===== config.mk =====
export PLATFORM = sky130hd
export DESIGN_NAME = ttlkc_cell
export DESIGN_NICKNAME = d
export VERILOG_FILES = /design/src/design/ttlkc_pkg.sv /design/src/design/ttlkc_cell.sv
export SDC_FILE = /design/constraint.sdc
export NUM_CORES = 1
export LEC_CHECK = 0
export ABC_AREA = 1
export BUFFER_PORTS_ARGS = -buffer_cell sky130_fd_sc_hd__clkbuf_2
export CAP_MARGIN = 0
export CORE_AREA = 2 2 176 178
export DETAILED_ROUTE_END_ITERATION = 16
export DIE_AREA = 0 0 178 180
export PLACE_DENSITY = 0.61
export SYNTH_ARGS = -nofsm -noshare
export SYNTH_HDL_FRONTEND = slang
export SYNTH_SLANG_ARGS = --single-unit
export TNS_END_PERCENT = 5

===== constraint.sdc =====
create_clock -name clk_i -period 10.2 [get_ports clk_i]
set_clock_uncertainty 0.05 [all_clocks]
set_input_delay 1.02 -clock clk_i [delete_from_list [all_inputs] [get_ports clk_i]]
set_output_delay 1.02 -clock clk_i [all_outputs]
set_load 0.05 [all_outputs]

===== src/design/ttlkc_pkg.sv =====
package ttlkc_pkg;

  // fixed field widths
  localparam int unsigned OP_W     = 3;
  localparam int unsigned STATUS_W = 3;
  localparam int unsigned COUNT_W  = 5;
  localparam int unsigned STAMP_W  = 32;
  localparam int unsigned TTL_W    = 16;

  // largest removed count the result can carry
  localparam logic [COUNT_W-1:0] COUNT_MAX = {COUNT_W{1'b1}};

  // request opcodes
  typedef enum logic [OP_W-1:0] {
    OP_INSERT = 3'd0,
    OP_GET    = 3'd1,
    OP_DELETE = 3'd2,
    OP_FIND   = 3'd3,
    OP_TICK   = 3'd4,
    OP_SWEEP  = 3'd5
  } op_e;

  // result status codes
  typedef enum logic [STATUS_W-1:0] {
    ST_OK       = 3'd0,
    ST_MISS     = 3'd1,
    ST_EXPIRED  = 3'd2,
    ST_FULL     = 3'd3,
    ST_DISABLED = 3'd4
  } status_e;

  // operation broadcast to the cell row
  typedef enum logic [2:0] {
    COP_IDLE   = 3'd0,
    COP_INSERT = 3'd1,
    COP_GET    = 3'd2,
    COP_DELETE = 3'd3,
    COP_FIND   = 3'd4,
    COP_SWEEP  = 3'd5
  } cell_op_e;

  // command seen by every cell
  typedef struct packed {
    logic     en;
    cell_op_e op;
    logic     perm;
    logic     refresh;
    logic     any_match;
  } cmd_t;

  // priority flags passed from the oldest cell toward the newest
  typedef struct packed {
    logic sel_seen;
    logic rem_seen;
    logic hit_expired;
  } chain_t;

endpackage


===== src/design/ttlkc_cell.sv =====
module ttlkc_cell #(
  parameter int unsigned KEY_BITS   = 32,
  parameter int unsigned VALUE_BITS = 32
) (
  input  logic                     clk_i,
  input  logic                     rst_ni,
  input  ttlkc_pkg::cmd_t          cmd_i,
  input  logic [KEY_BITS-1:0]      key_i,
  input  logic [VALUE_BITS-1:0]    value_i,
  input  logic [ttlkc_pkg::STAMP_W-1:0] now_i,
  input  logic [ttlkc_pkg::TTL_W-1:0]   ttl_i,
  // priority chain from the older neighbor
  input  ttlkc_pkg::chain_t        chain_i,
  input  logic [KEY_BITS-1:0]      found_key_i,
  input  logic [VALUE_BITS-1:0]    found_data_i,
  output ttlkc_pkg::chain_t        chain_o,
  output logic [KEY_BITS-1:0]      found_key_o,
  output logic [VALUE_BITS-1:0]    found_data_o,
  output logic                     key_match_o,
  // entry of the newer neighbor, taken on compaction
  input  logic                     nb_valid_i,
  input  logic [KEY_BITS-1:0]      nb_key_i,
  input  logic [VALUE_BITS-1:0]    nb_data_i,
  input  logic [ttlkc_pkg::STAMP_W-1:0] nb_stamp_i,
  input  logic                     nb_forever_i,
  // own entry, handed to the older neighbor
  output logic                     valid_o,
  output logic [KEY_BITS-1:0]      key_o,
  output logic [VALUE_BITS-1:0]    data_o,
  output logic [ttlkc_pkg::STAMP_W-1:0] stamp_o,
  output logic                     forever_o
);
  import ttlkc_pkg::*;

  logic                  valid_q;
  logic [KEY_BITS-1:0]   key_q;
  logic [VALUE_BITS-1:0] data_q;
  logic [STAMP_W-1:0]    stamp_q;
  logic                  forever_q;

  logic [STAMP_W-1:0] age;
  logic               expired;
  logic               kmatch;
  logic               dmatch;
  logic               sel;
  logic               rem;
  logic               sel_first;
  logic               shift;

  // age wraps modulo the stamp width
  assign age     = now_i - stamp_q;
  assign expired = !forever_q && (age >= {{(STAMP_W-TTL_W){1'b0}}, ttl_i});
  assign kmatch  = valid_q && (key_q == key_i);
  assign dmatch  = valid_q && (data_q == value_i);

  // select and removal flags per operation
  always_comb begin
    sel = 1'b0;
    rem = 1'b0;
    unique case (cmd_i.op)
      COP_INSERT: sel = kmatch || (!cmd_i.any_match && !valid_q);
      COP_GET: begin
        sel = kmatch;
        rem = kmatch && expired;
      end
      COP_DELETE: begin
        sel = kmatch;
        rem = kmatch;
      end
      COP_FIND:  sel = dmatch;
      COP_SWEEP: rem = valid_q && expired;
      default: begin
        sel = 1'b0;
        rem = 1'b0;
      end
    endcase
  end

  // only the oldest flagged cell counts; all cells above a removal move down
  assign sel_first = sel && !chain_i.sel_seen;
  assign shift     = rem || chain_i.rem_seen;

  assign chain_o.sel_seen    = chain_i.sel_seen || sel;
  assign chain_o.rem_seen    = chain_i.rem_seen || rem;
  assign chain_o.hit_expired = sel_first ? expired : chain_i.hit_expired;
  assign found_key_o         = sel_first ? key_q : found_key_i;
  assign found_data_o        = sel_first ? data_q : found_data_i;
  assign key_match_o         = kmatch;

  // occupancy
  always_ff @(posedge clk_i or negedge rst_ni) begin
    if (!rst_ni) begin
      valid_q <= 1'b0;
    end else if (cmd_i.en) begin
      if (shift) begin
        valid_q <= nb_valid_i;
      end else if (cmd_i.op == COP_INSERT && sel_first) begin
        valid_q <= 1'b1;
      end
    end
  end

  // entry contents
  always_ff @(posedge clk_i) begin
    if (cmd_i.en) begin
      if (shift) begin
        key_q     <= nb_key_i;
        data_q    <= nb_data_i;
        stamp_q   <= nb_stamp_i;
        forever_q <= nb_forever_i;
      end else if (cmd_i.op == COP_INSERT && sel_first) begin
        key_q     <= key_i;
        data_q    <= value_i;
        stamp_q   <= now_i;
        forever_q <= cmd_i.perm;
      end else if (cmd_i.op == COP_GET && sel_first && cmd_i.refresh && !forever_q) begin
        stamp_q   <= now_i;
      end
    end
  end

  assign valid_o   = valid_q;
  assign key_o     = key_q;
  assign data_o    = data_q;
  assign stamp_o   = stamp_q;
  assign forever_o = forever_q;

endmodule

==> metrics.md, run 1 <==
| Metric | Value |
|---|---|
| Fin. max-slew vios | 0 |
| Synth Instances | 1421 |
| IO Pins | about 450 |
| Status | finished, final reports clean |
| DRC viols | 0 |
| RSZ-0062 raised after global routing | no |
| Sum Neg Setup Slack | 0 ns |
| Cts hold-fix bufs | 0 |
| Power per cell area | approximately 120 mW/mm² |
| Critical path class | input pin to primary output |
| CTS Buf Count | 9 |
| GP Congestion | just over 0.9 |
| Fill cells | 3272 |
| Reg2Reg Setup Slack | 5.14 ns |
| DR pass1 iterations | 5 |
| Synthesized area per cell | 6.43 µm² |
| Starting Density | 0.303 |
| Syn Nets | 1755 |
| Row count | 64 |
| WP data required | 9.13 ns |
| Peak Freq | 168 MHz |
| Clock latency on the worst-skew pair | roughly 0.36 ns |
| Aggregate global-route resource usage | 0.232 |
| Cell variety after synth | 36 |
| Post-layout net count | 2178 |
| DRT iter0 DRCs | 600 |
| Post-synth EDFFs | 97 |
| Clock Path Buffers | 2 |
| HPWL after detailed placement | 30.8 mm |
| Die Ht | 180 µm |
| Largest net degree at the start of global routing | 85 |
| H-tree levels | 3 |
| Drt wl/cell | 16.6 µm |
| Synth Register Bits | 98 |
| DR vias | approximately 10000 |
| Worst min path class | input pin to async pin |
| CTS tree | built |
| Leak pwr | 6.96 nW |
| Cell area after synthesis | 0.00913 mm² |
| CP peak stage delay | between 0.6 and 0.7 ns |
| Yosys warns | 0 |
| Crit path launch type | input pin |
| Crit end category | primary output |
| Post-CTS sizing | 0 |
| Max_cap viols | 0 |
| CP delay by family, top | simple AND/OR/NAND/NOR gates |
| Layout area overhead | 31.7% |
| Top cell by count, worst path | nand2_1 |
| Vias per cell | 4.61 |
| Sequential fraction of the synthesis area | 0.322 |
| Peak supply drop | 0.0676 mV |
| Root buffer cell | clkbuf_16 |
| Final WL | 37.4 mm |
| First-pass GRT wire length | 56.3 mm |
| Ys async rst share | 0.0102 |
| Data arrival, critical path | 4.87 ns |
| Largest fanout on the critical path | 42 |
| PortBufs | 451 |
| Core ar. | 0.0302 mm² |
| Final hold viol count | 0 |
| CP Buf/Inv Count | 4 |
| Final setup fails | 0 |
| Minimum clock period | 5.94 ns |
| Die ar. | 0.0320 mm² |
| Detail Route Antenna Nets | 0 |
| # clock sinks | between 90 and 100 |
| Horiz. Die Dim | 178 µm |
| Clk pin slew, worst setup/hold paths | 0.08 ns |
| Initial antenna violation count | 3 |
| Part of the cycle the worst path needs | 0.582 |
| Crit-path slowest cell | nand2_4 |
| Worst-Margin Slew | 1.03 ns |
| Overflow after GRT | 0 |
| Tot Pwr | 1.43 mW |
| Post-CTS Setup Repair Bufs | 0 |
| Top_reg_cell synth | edfxtp_1 |
| Share of cells above drive strength 1 | 0.269 |
| Slew margin rel. | 0.315 |
| Vias in the first global route | between 10000 and 15000 |
[stage by stage]
stage	hold slack, ns	setup WS [ns]	cells	area [µm²]	util
finish	0.362	4.26	2248	12000	0.398
global route	0.351	3.84	2248	12000	0.398
CTS	0.353	4.22	2245	12000	0.398
detailed placement	0.617	4.23	2229	11700	0.388
global placement	0.605	4.26	2229	11700	0.388
floorplan	0.674	5.06	1421	9130	-
[report_power, final]
part / internal, mW / total [mW] / switching (mW)
clock: 0.190 / 0.360 / 0.170
sequential: 0.474 / 0.497 / 0.0231
combinational: 0.175 / 0.569 / 0.394
[layout by cell type, fill, tap and decap left out, drive strengths merged]
cell	Yosys	layout
and3	2	2
o31a	1	1
nor4	3	3
and2	1	1
edfxtp	97	97
clkbuf	21	460
o21ai	16	16
nor2	65	65
bufinv	0	1
ha	47	47
nand2	670	670
inv	201	202
o31ai	2	2
nand4	15	15
diode	0	3
nor3	16	16
clkinv	1	5
dfrtp	1	1
nand3	126	126
o21bai	1	1
or2	11	11
buf	25	7
a21oi	26	26
a41oi	1	1
nand3b	1	1
clkinvlp	0	1
fa	1	1
xor2	37	37
xnor2	33	33
[path summary, 6_finish.rpt]
kind	start	to	cells after the start
max	now_i[0]	chain_o[1]	25
min	rst_ni	valid_o	1
max reg2reg	stamp_o[0]	stamp_o[13]	25
min reg2reg	valid_o	valid_o	2
max in group asynchronous	rst_ni	valid_o	1
min in group clk_i	valid_o	valid_o	2
[layer usage]
| metal | vias to the layer above | wire (µm) | global-route usage |
|---|---|---|---|
| met3 | 50 | 2170 | 0.0427 |
| met4 | 0 | 1040 | 0.0836 |
| met2 | 355 | 19000 | 0.402 |
| met1 | 4682 | 15100 | 0.283 |
| li1 | 5278 | - | - |
| met5 | - | 0 | 0 |
[state kept, by name (all words and copies together), names as in the netlist]
signal,flops
valid_o,1
key_o,32
data_o,32
forever_o,1
stamp_o,32
[cells in the mapped netlist, types with 2 or more instances]
cell        n  area share
a21oi_1    26       0.014
and3_1      2      0.0014
buf_1       4      0.0016
buf_2      10      0.0055
buf_4       3      0.0025
buf_6       8      0.0099
clkbuf_1   21      0.0086
edfxtp_1   97        0.32
ha_1       47       0.064
inv_1     196       0.081
inv_2       5      0.0021
nand2_1   669        0.27
nand3_1   125       0.068
nand4_1    15       0.010
nor2_1     62       0.025
nor2_2      3      0.0021
nor3_1     14      0.0077
nor3_2      2      0.0022
nor4_1      3      0.0021
o21ai_0    16      0.0088
o31ai_1     2      0.0016
or2_0       2      0.0014
or2_2       8      0.0055
xnor2_1    33       0.032
xor2_1     37       0.035
[layout make-up]
cell class,instances,area (µm²),area share
Timing Repair Buffer,458,2310,0.192
Inverter,202,758,0.0631
Sequential cell,98,2940,0.244
Tap cell,396,495,0.0412
Clock buffer,9,225,0.0187
Multi-Input combinational cell,1075,5220,0.434
Antenna cell,3,7.51,0.000624
Clock inverter,7,67.6,0.00562
[cell families after synthesis]
group,share of synthesized area
compound gates,0.0282
flops,0.322
xor+xnor,0.0671
fa+ha+maj,0.0666
simple gates,0.405
buf+inv,0.111
Power figures use the tool's default switching activity.
==> run 2: changes to the inputs <==
--- a/config.mk
+++ b/config.mk
@@ -8,10 +8,10 @@
 export ABC_AREA = 1
 export BUFFER_PORTS_ARGS = -buffer_cell sky130_fd_sc_hd__clkbuf_2
 export CAP_MARGIN = 0
-export CORE_AREA = 2 2 176 178
+export CORE_AREA = 2 2 178 180
 export DETAILED_ROUTE_END_ITERATION = 16
-export DIE_AREA = 0 0 178 180
-export PLACE_DENSITY = 0.61
+export DIE_AREA = 0 0 180 182
+export PLACE_DENSITY = 0.62
 export SYNTH_ARGS = -nofsm -noshare
 export SYNTH_HDL_FRONTEND = slang
 export SYNTH_SLANG_ARGS = --single-unit
==> constraint.sdc (replaced) <==
create_clock -name clk_i -period 4.8 [get_ports clk_i]
set_clock_uncertainty 0.05 [all_clocks]
set_input_delay 0.48 -clock clk_i [delete_from_list [all_inputs] [get_ports clk_i]]
set_output_delay 0.48 -clock clk_i [all_outputs]
set_load 0.05 [all_outputs]
==> metrics.md, run 2 (synthesized netlist as in run 1, its figures left out) <==
| Metric | Value |
|---|---|
| Critical path class | flop to primary output |
| Row count | 65 (+1.6%) |
| Area of the multi-input gates | 0.00522 mm² (unchanged) |
| CTS Buf Count | 9 (unchanged) |
| Cell Chain, Critical Path | ha_1 -> fa_1 -> inv_1 -> nand2_1 -> nand3_1 -> xor2_1 -> ha_1 -> nand2_1 -> nor2_1 -> nor3_1 -> nand2_1 -> nand2_1 -> nand2_1 -> nand2_1 -> nand2_1 -> nor2_1 -> nand2_1 -> nor2_1 -> nand2_1 -> nand3_4 -> nand2_4 -> clkbuf_2 |
| Clock Path Buffers | 2 (unchanged) |
| Post-layout net count | 2181 (+0.14%) |
| DR vias | 10500 (+1.6%) |
| Worst-Margin Slew | 1.17 ns (+0.138 ns) |
| CP delay by family, top | simple AND/OR/NAND/NOR gates |
| Peak supply drop | 0.148 mV (+120%) |
| Crit end category | primary output |
| Final hold viol count | 0 (unchanged) |
| Fin. max-slew vios | 0 (unchanged) |
| Worst r2r src | stamp_o[0] |
| Post-CTS Setup Repair Bufs | 0 (unchanged) |
| Worst min path class | input pin to flop |
| Starting Density | 0.295 (-0.00778) |
| DR pass1 iterations | 5 (unchanged) |
| # clock sinks | 98 (unchanged) |
| Max_cap viols | 0 (unchanged) |
| Slew margin rel. | 0.220 (-0.0953) |
| Final setup fails | 0 (unchanged) |
| Share of cells above drive strength 1 | 0.270 (+0.00118) |
| Detail Route Antenna Nets | 0 (unchanged) |
| HPWL after detailed placement | 30.6 mm (-0.82%) |
| Core ar. | 0.0310 mm² (+2.6%) |
| IO Pins | 452 (unchanged) |
| Part of the cycle the worst path needs | 0.925 |
| Minimum clock period | 4.44 ns |
| RSZ-0062 raised after global routing | no |
| Status | finished, final reports clean |
| Sequential cell area | 0.00294 mm² (unchanged) |
| Layout area overhead | 32.2% |
| CTS tree | built |
| Worst reg2reg path depth | 24 (-4.0%) |
| WP data required | 4.27 ns (-4.86 ns) |
| Most frequent cells in the layout | 669 x nand2_1, 451 x clkbuf_2, 194 x inv_1 |
| Critical path depth | 22 (-12%) |
| Leak pwr | 6.97 nW (+0.22%) |
| H-tree levels | 3 (unchanged) |
| Power per cell area | 249 mW/mm² (+110%) |
| Fill cells | 3311 (+1.2%) |
| Die Ht | 182 µm (+1.1%) |
| CP peak stage delay | 0.42 ns (-0.23 ns) |
| Drt wl/cell | 16.5 µm (-0.74%) |
| Most common cell after layout, fill and taps aside | nand2_1 |
| Hold path cells | 3 |
| CP Buf/Inv Count | 2 (-2) |
| Cts hold-fix bufs | 1 (+1) |
| DRC viols | 0 (unchanged) |
| Clk pin slew, worst setup/hold paths | 0.08 ns (about the same) |
| Data arrival, critical path | 3.91 ns (-0.96 ns) |
| GP Congestion | 0.911 (about the same) |
| Reg2Reg Setup Slack | 0.76 ns (-4.38 ns) |
| First-pass GRT wire length | 55.5 mm (-1.4%) |
| Sum Neg Setup Slack | 0 ns (unchanged) |
| Peak Freq | 225 MHz |
| DRT iter0 DRCs | 634 (+5.7%) |
| Vias per cell | 4.67 (+1.2%) |
| PortBufs | 451 (unchanged) |
| Tot Pwr | 3.01 mW (+110%) |
| Crit path launch type | flop |
| Aggregate global-route resource usage | 0.219 (-0.0128) |
| Die ar. | 0.0328 mm² (+2.2%) |
| Crit-path slowest cell | edfxtp_1 |
| Clock latency on the worst-skew pair | 0.36 ns (about the same) |
| Startpoint of the worst hold path | nb_key_i[28] |
| Top cell by count, worst path | nand2_1 |
| Hold EP | key_o[28] |
| Vias in the first global route | 10200 (+1.9%) |
| Root buffer cell | clkbuf_16 |
| Final WL | 37.2 mm (-0.39%) |
| Reg2reg end | data_o[0] |
| Overflow after GRT | 0 (unchanged) |
| Largest fanout on the critical path | 31 (-26%) |
| Initial antenna violation count | 3 (unchanged) |
| Largest net degree at the start of global routing | 85 (unchanged) |
| Horiz. Die Dim | 180 µm (+1.1%) |
| Post-CTS sizing | 0 (unchanged) |
run 2: how the worst max path moves through the flow:
stage                    start    endpoint  slack [ns]
finish              stamp_o[0]  chain_o[1]        0.36
global route        stamp_o[0]  chain_o[1]        0.03
CTS                 stamp_o[0]  chain_o[1]        0.29
detailed placement    now_i[0]  chain_o[1]        0.51
global placement      now_i[0]  chain_o[1]        0.56
floorplan           stamp_o[2]  stamp_o[0]       0.005
run 2: where the power goes:
group | internal, mW | total, mW | switching [mW] | leakage [nW]
Sequential | 1.01 | 1.06 | 0.0490 | 0.931
Clock | 0.360 | 0.741 | 0.380 | 0.131
Combinational | 0.376 | 1.21 | 0.837 | 5.91
Total | 1.74 | 3.01 | 1.27 | 6.97
run 2: cell type report:
type,count,share of cell area
Antenna cell,2,0.000414
Clock buffer,10,0.0190
Clock inverter,6,0.00404
Multi-Input combinational cell,1075,0.433
Inverter,202,0.0628
Timing Repair Buffer,461,0.196
Sequential cell,98,0.243
Tap cell,402,0.0416
run 2: worst min-delay path, delay by kind of cell:
| kind | cells | cell delay, ns |
|---|---|---|
| buffers and inverters | 1 | 0.08 |
| AND/OR/NAND/NOR | 2 | 0.08 |
run 2: metrics by stage:
step / hold WS, ns / instance area, µm² / utilization / worst slack [ns] / instances
final: 0.330 / 12100 / 0.390 / 0.362 / 2256
after global routing: 0.326 / 12100 / 0.390 / 0.0294 / 2255
after CTS: 0.314 / 12100 / 0.390 / 0.289 / 2254
after detailed placement: 0.234 / 11800 / 0.380 / 0.512 / 2237
after global placement: 0.236 / 11800 / 0.380 / 0.556 / 2237
after floorplan: 0.134 / 9130 / - / 0.00549 / 1421
run 2: per-layer routing:
metal / share of wire / wire length [µm] / up-vias / track usage
met5: 0.00035 / 13 / - / 0
met4: 0.023 / 857 / 2 / 0.0631
met3: 0.058 / 2150 / 48 / 0.0323
met2: 0.52 / 19400 / 394 / 0.412
met1: 0.40 / 14800 / 4807 / 0.256
li1: - / - / 5275 / -
==> run 3: changes to the inputs <==
--- a/config.mk
+++ b/config.mk
@@ -8,9 +8,10 @@
 export ABC_AREA = 1
 export BUFFER_PORTS_ARGS = -buffer_cell sky130_fd_sc_hd__clkbuf_2
 export CAP_MARGIN = 0
-export CORE_AREA = 2 2 178 180
+export CORE_AREA = 2 2 173 175
 export DETAILED_ROUTE_END_ITERATION = 16
-export DIE_AREA = 0 0 180 182
+export DIE_AREA = 0 0 175 177
+export GPL_TIMING_DRIVEN = 0
 export PLACE_DENSITY = 0.62
 export SYNTH_ARGS = -nofsm -noshare
 export SYNTH_HDL_FRONTEND = slang
==> constraint.sdc (replaced) <==
create_clock -name clk_i -period 4.85 [get_ports clk_i]
set_clock_uncertainty 0.05 [all_clocks]
set_input_delay 0.485 -clock clk_i [delete_from_list [all_inputs] [get_ports clk_i]]
set_output_delay 0.485 -clock clk_i [all_outputs]
set_load 0.05 [all_outputs]
==> metrics.md, run 3 (synthesized netlist as in run 1, its figures left out) <==
| Metric | Value |
|---|---|
| Share of cells above drive strength 1 | 0.276 (+0.00601) |
| Final WL | 38.8 mm (+4.1%) |
| Met1 usage | 0.281 (+0.0252) |
| Worst slack at placement | -0.0321 ns (-0.544 ns) |
| PortBufs | 451 (unchanged) |
| Most frequent cells in the layout | 666 x nand2_1, 450 x clkbuf_2, 195 x inv_1 |
| Crit end category | primary output |
| Initial antenna violation count | 3 (unchanged) |
| CTS tree | built |
| Peak supply drop | 0.140 mV (-5.7%) |
| Worst min path class | input pin to flop |
| Vias in the first global route | 10100 (-1.3%) |
| Leak pwr | 7.10 nW (+1.8%) |
| Drt wl/cell | 16.9 µm (+2.6%) |
| Layout area overhead | 35.1% |
| Root buffer cell | clkbuf_16 |
| Peak Freq | 216 MHz |
| Power per cell area | 251 mW/mm² (+0.79%) |
| Met3 usage | 0.0363 (+0.00401) |
| Core ar. | 0.0292 mm² (-5.6%) |
| First-pass GRT wire length | 56.4 mm (+1.6%) |
| Clock Path Buffers | 2 (unchanged) |
| Starting Density | 0.312 (+0.0176) |
| Die Ht | 177 µm (-2.7%) |
| Largest fanout on the critical path | 10 (-68%) |
| DRC viols | 0 (unchanged) |
| Aggregate global-route resource usage | 0.241 (+0.0225) |
| Critical path class | flop to primary output |
| Post-layout net count | 2224 (+2.0%) |
| Placed instance count | 2263 (+1.2%) |
| Largest net degree at the start of global routing | 66 (-22%) |
| IO Pins | 452 (unchanged) |
| DP Area | 0.0119 mm² (+1.1%) |
| Final Worst Setup Slack | 0.221 ns (-0.141 ns) |
| Vias per cell | 4.68 (+0.32%) |
| Global-route layer with the greatest usage | met2 |
| Clk pin slew, worst setup/hold paths | 0.09 ns (about the same) |
| Fin. max-slew vios | 0 (unchanged) |
| GP Congestion | 0.906 (-0.60%) |
| Final instance area | 0.0123 mm² (+2.2%) |
| Data arrival, critical path | 4.09 ns (+0.18 ns) |
| DR vias | 10700 (+1.7%) |
| Horiz. Die Dim | 175 µm (-2.8%) |
| DRT iter0 DRCs | 628 (-0.95%) |
| WP data required | 4.32 ns (+0.05 ns) |
| H-tree levels | 3 (unchanged) |
| Max_cap viols | 0 (unchanged) |
| Final setup fails | 0 (unchanged) |
| M2 GR Usage | 0.447 (+0.0350) |
| Crit path launch type | flop |
| Die ar. | 0.0310 mm² (-5.4%) |
| Row count | 63 (-3.1%) |
| CTS Buf Count | 9 (unchanged) |
| Final hold viol count | 0 (unchanged) |
| Detail Route Antenna Nets | 0 (unchanged) |
| Clock latency on the worst-skew pair | 0.37 ns (about the same) |
| Tot Pwr | 3.10 mW (+3.0%) |
| Part of the cycle the worst path needs | 0.954 |
| # clock sinks | 98 (unchanged) |
| HPWL after detailed placement | 32.5 mm (+6.1%) |
| Status | finished, final reports clean |
| DR pass1 iterations | 5 (unchanged) |
| Minimum clock period | 4.63 ns |
| Most common cell after layout, fill and taps aside | nand2_1 |
| Overflow after GRT | 0 (unchanged) |
| Final hold slack | 0.322 ns (-0.00817 ns) |
| Post-route insts no fill | 2288 (+1.4%) |
| Worst-Margin Slew | 1.03 ns (-0.133 ns) |
| Slew margin rel. | 0.311 (+0.0914) |
## run 3: cell count changes in the layout (fill, tap and decap cells not counted), sizes merged
| cell | change |
|---|---|
| clkbuf | +21 |
| diode | +1 |
| buf | +22 |
| inv | -2 |
| bufinv | +2 |
| clkinv | +1 |
| clkinvlp | -1 |
## run 3: worst max-delay path: stages, from the launching register on
cell      delay, ns
edfxtp_1       0.37
inv_1          0.05
ha_1           0.38
nand2_1        0.14
nor2_1         0.23
nand3_1        0.11
nand2_1        0.16
xor2_1         0.28
ha_1           0.30
a21oi_1        0.15
o31a_1         0.14
nand2_1        0.06
nand2_1        0.07
nand2_1        0.06
nor2_1         0.09
nand2_1        0.06
nor2_1         0.12
nand2_2        0.12
nand3_4        0.11
nand2_2        0.09
buf_12         0.17
buf_6          0.14
buf_4          0.13
clkbuf_4       0.20
## run 3: routing by layer
metal / wire, µm / up-vias
met1: 15000 / 4860
met4: 1380 / 0
met5: 0 / -
met2: 20200 / 407
met3: 2230 / 77
li1: - / 5365
## run 3: per-stage QoR
stage | util | TNS, ns
3_3_place_gp | 0.406 | -164.47
6_report | 0.422 | 0
4_1_cts | 0.419 | 0
5_1_grt | 0.422 | -0.0262
3_5_place_dp | 0.408 | -1.58
2_1_floorplan | - | 0
## run 3: cell type report
type | count | area [µm²]
diodes | 3 | 7.51
repair buffers | 458 | 2330
inverters | 202 | 761
clock buffers | 10 | 229
well taps | 390 | 488
clock inverters | 6 | 88.8
fillers | 3170 | 16900
multi-input cells | 1075 | 5230
plain buffers | 46 | 269
flip-flops and latches | 98 | 2940
## run 3: path summary, 6_finish.rpt
check,start,to,slack [ns],cells after the start
max,stamp_o[8],chain_o[1],0.22,23
min,nb_key_i[9],key_o[9],0.32,3
max reg2reg,stamp_o[8],data_o[0],0.38,24
min reg2reg,valid_o,valid_o,0.66,2
max in group asynchronous,rst_ni,valid_o,4.25,2
min in group asynchronous,rst_ni,valid_o,0.41,2
## run 3: power by group
group	internal (mW)	switching (mW)	leakage, nW
Clock	0.455	0.367	0.151
Combinational	0.386	0.846	6.02
Sequential	0.996	0.0491	0.931
## run 3: repair_timing
action,4_1_cts,5_1_grt
setup buffers,0,5
setup endpoints to repair,1,66
gates resized for setup,2,11
gates cloned,0,0
endpoints found under the hold margin,1,0
hold buffers,1,0
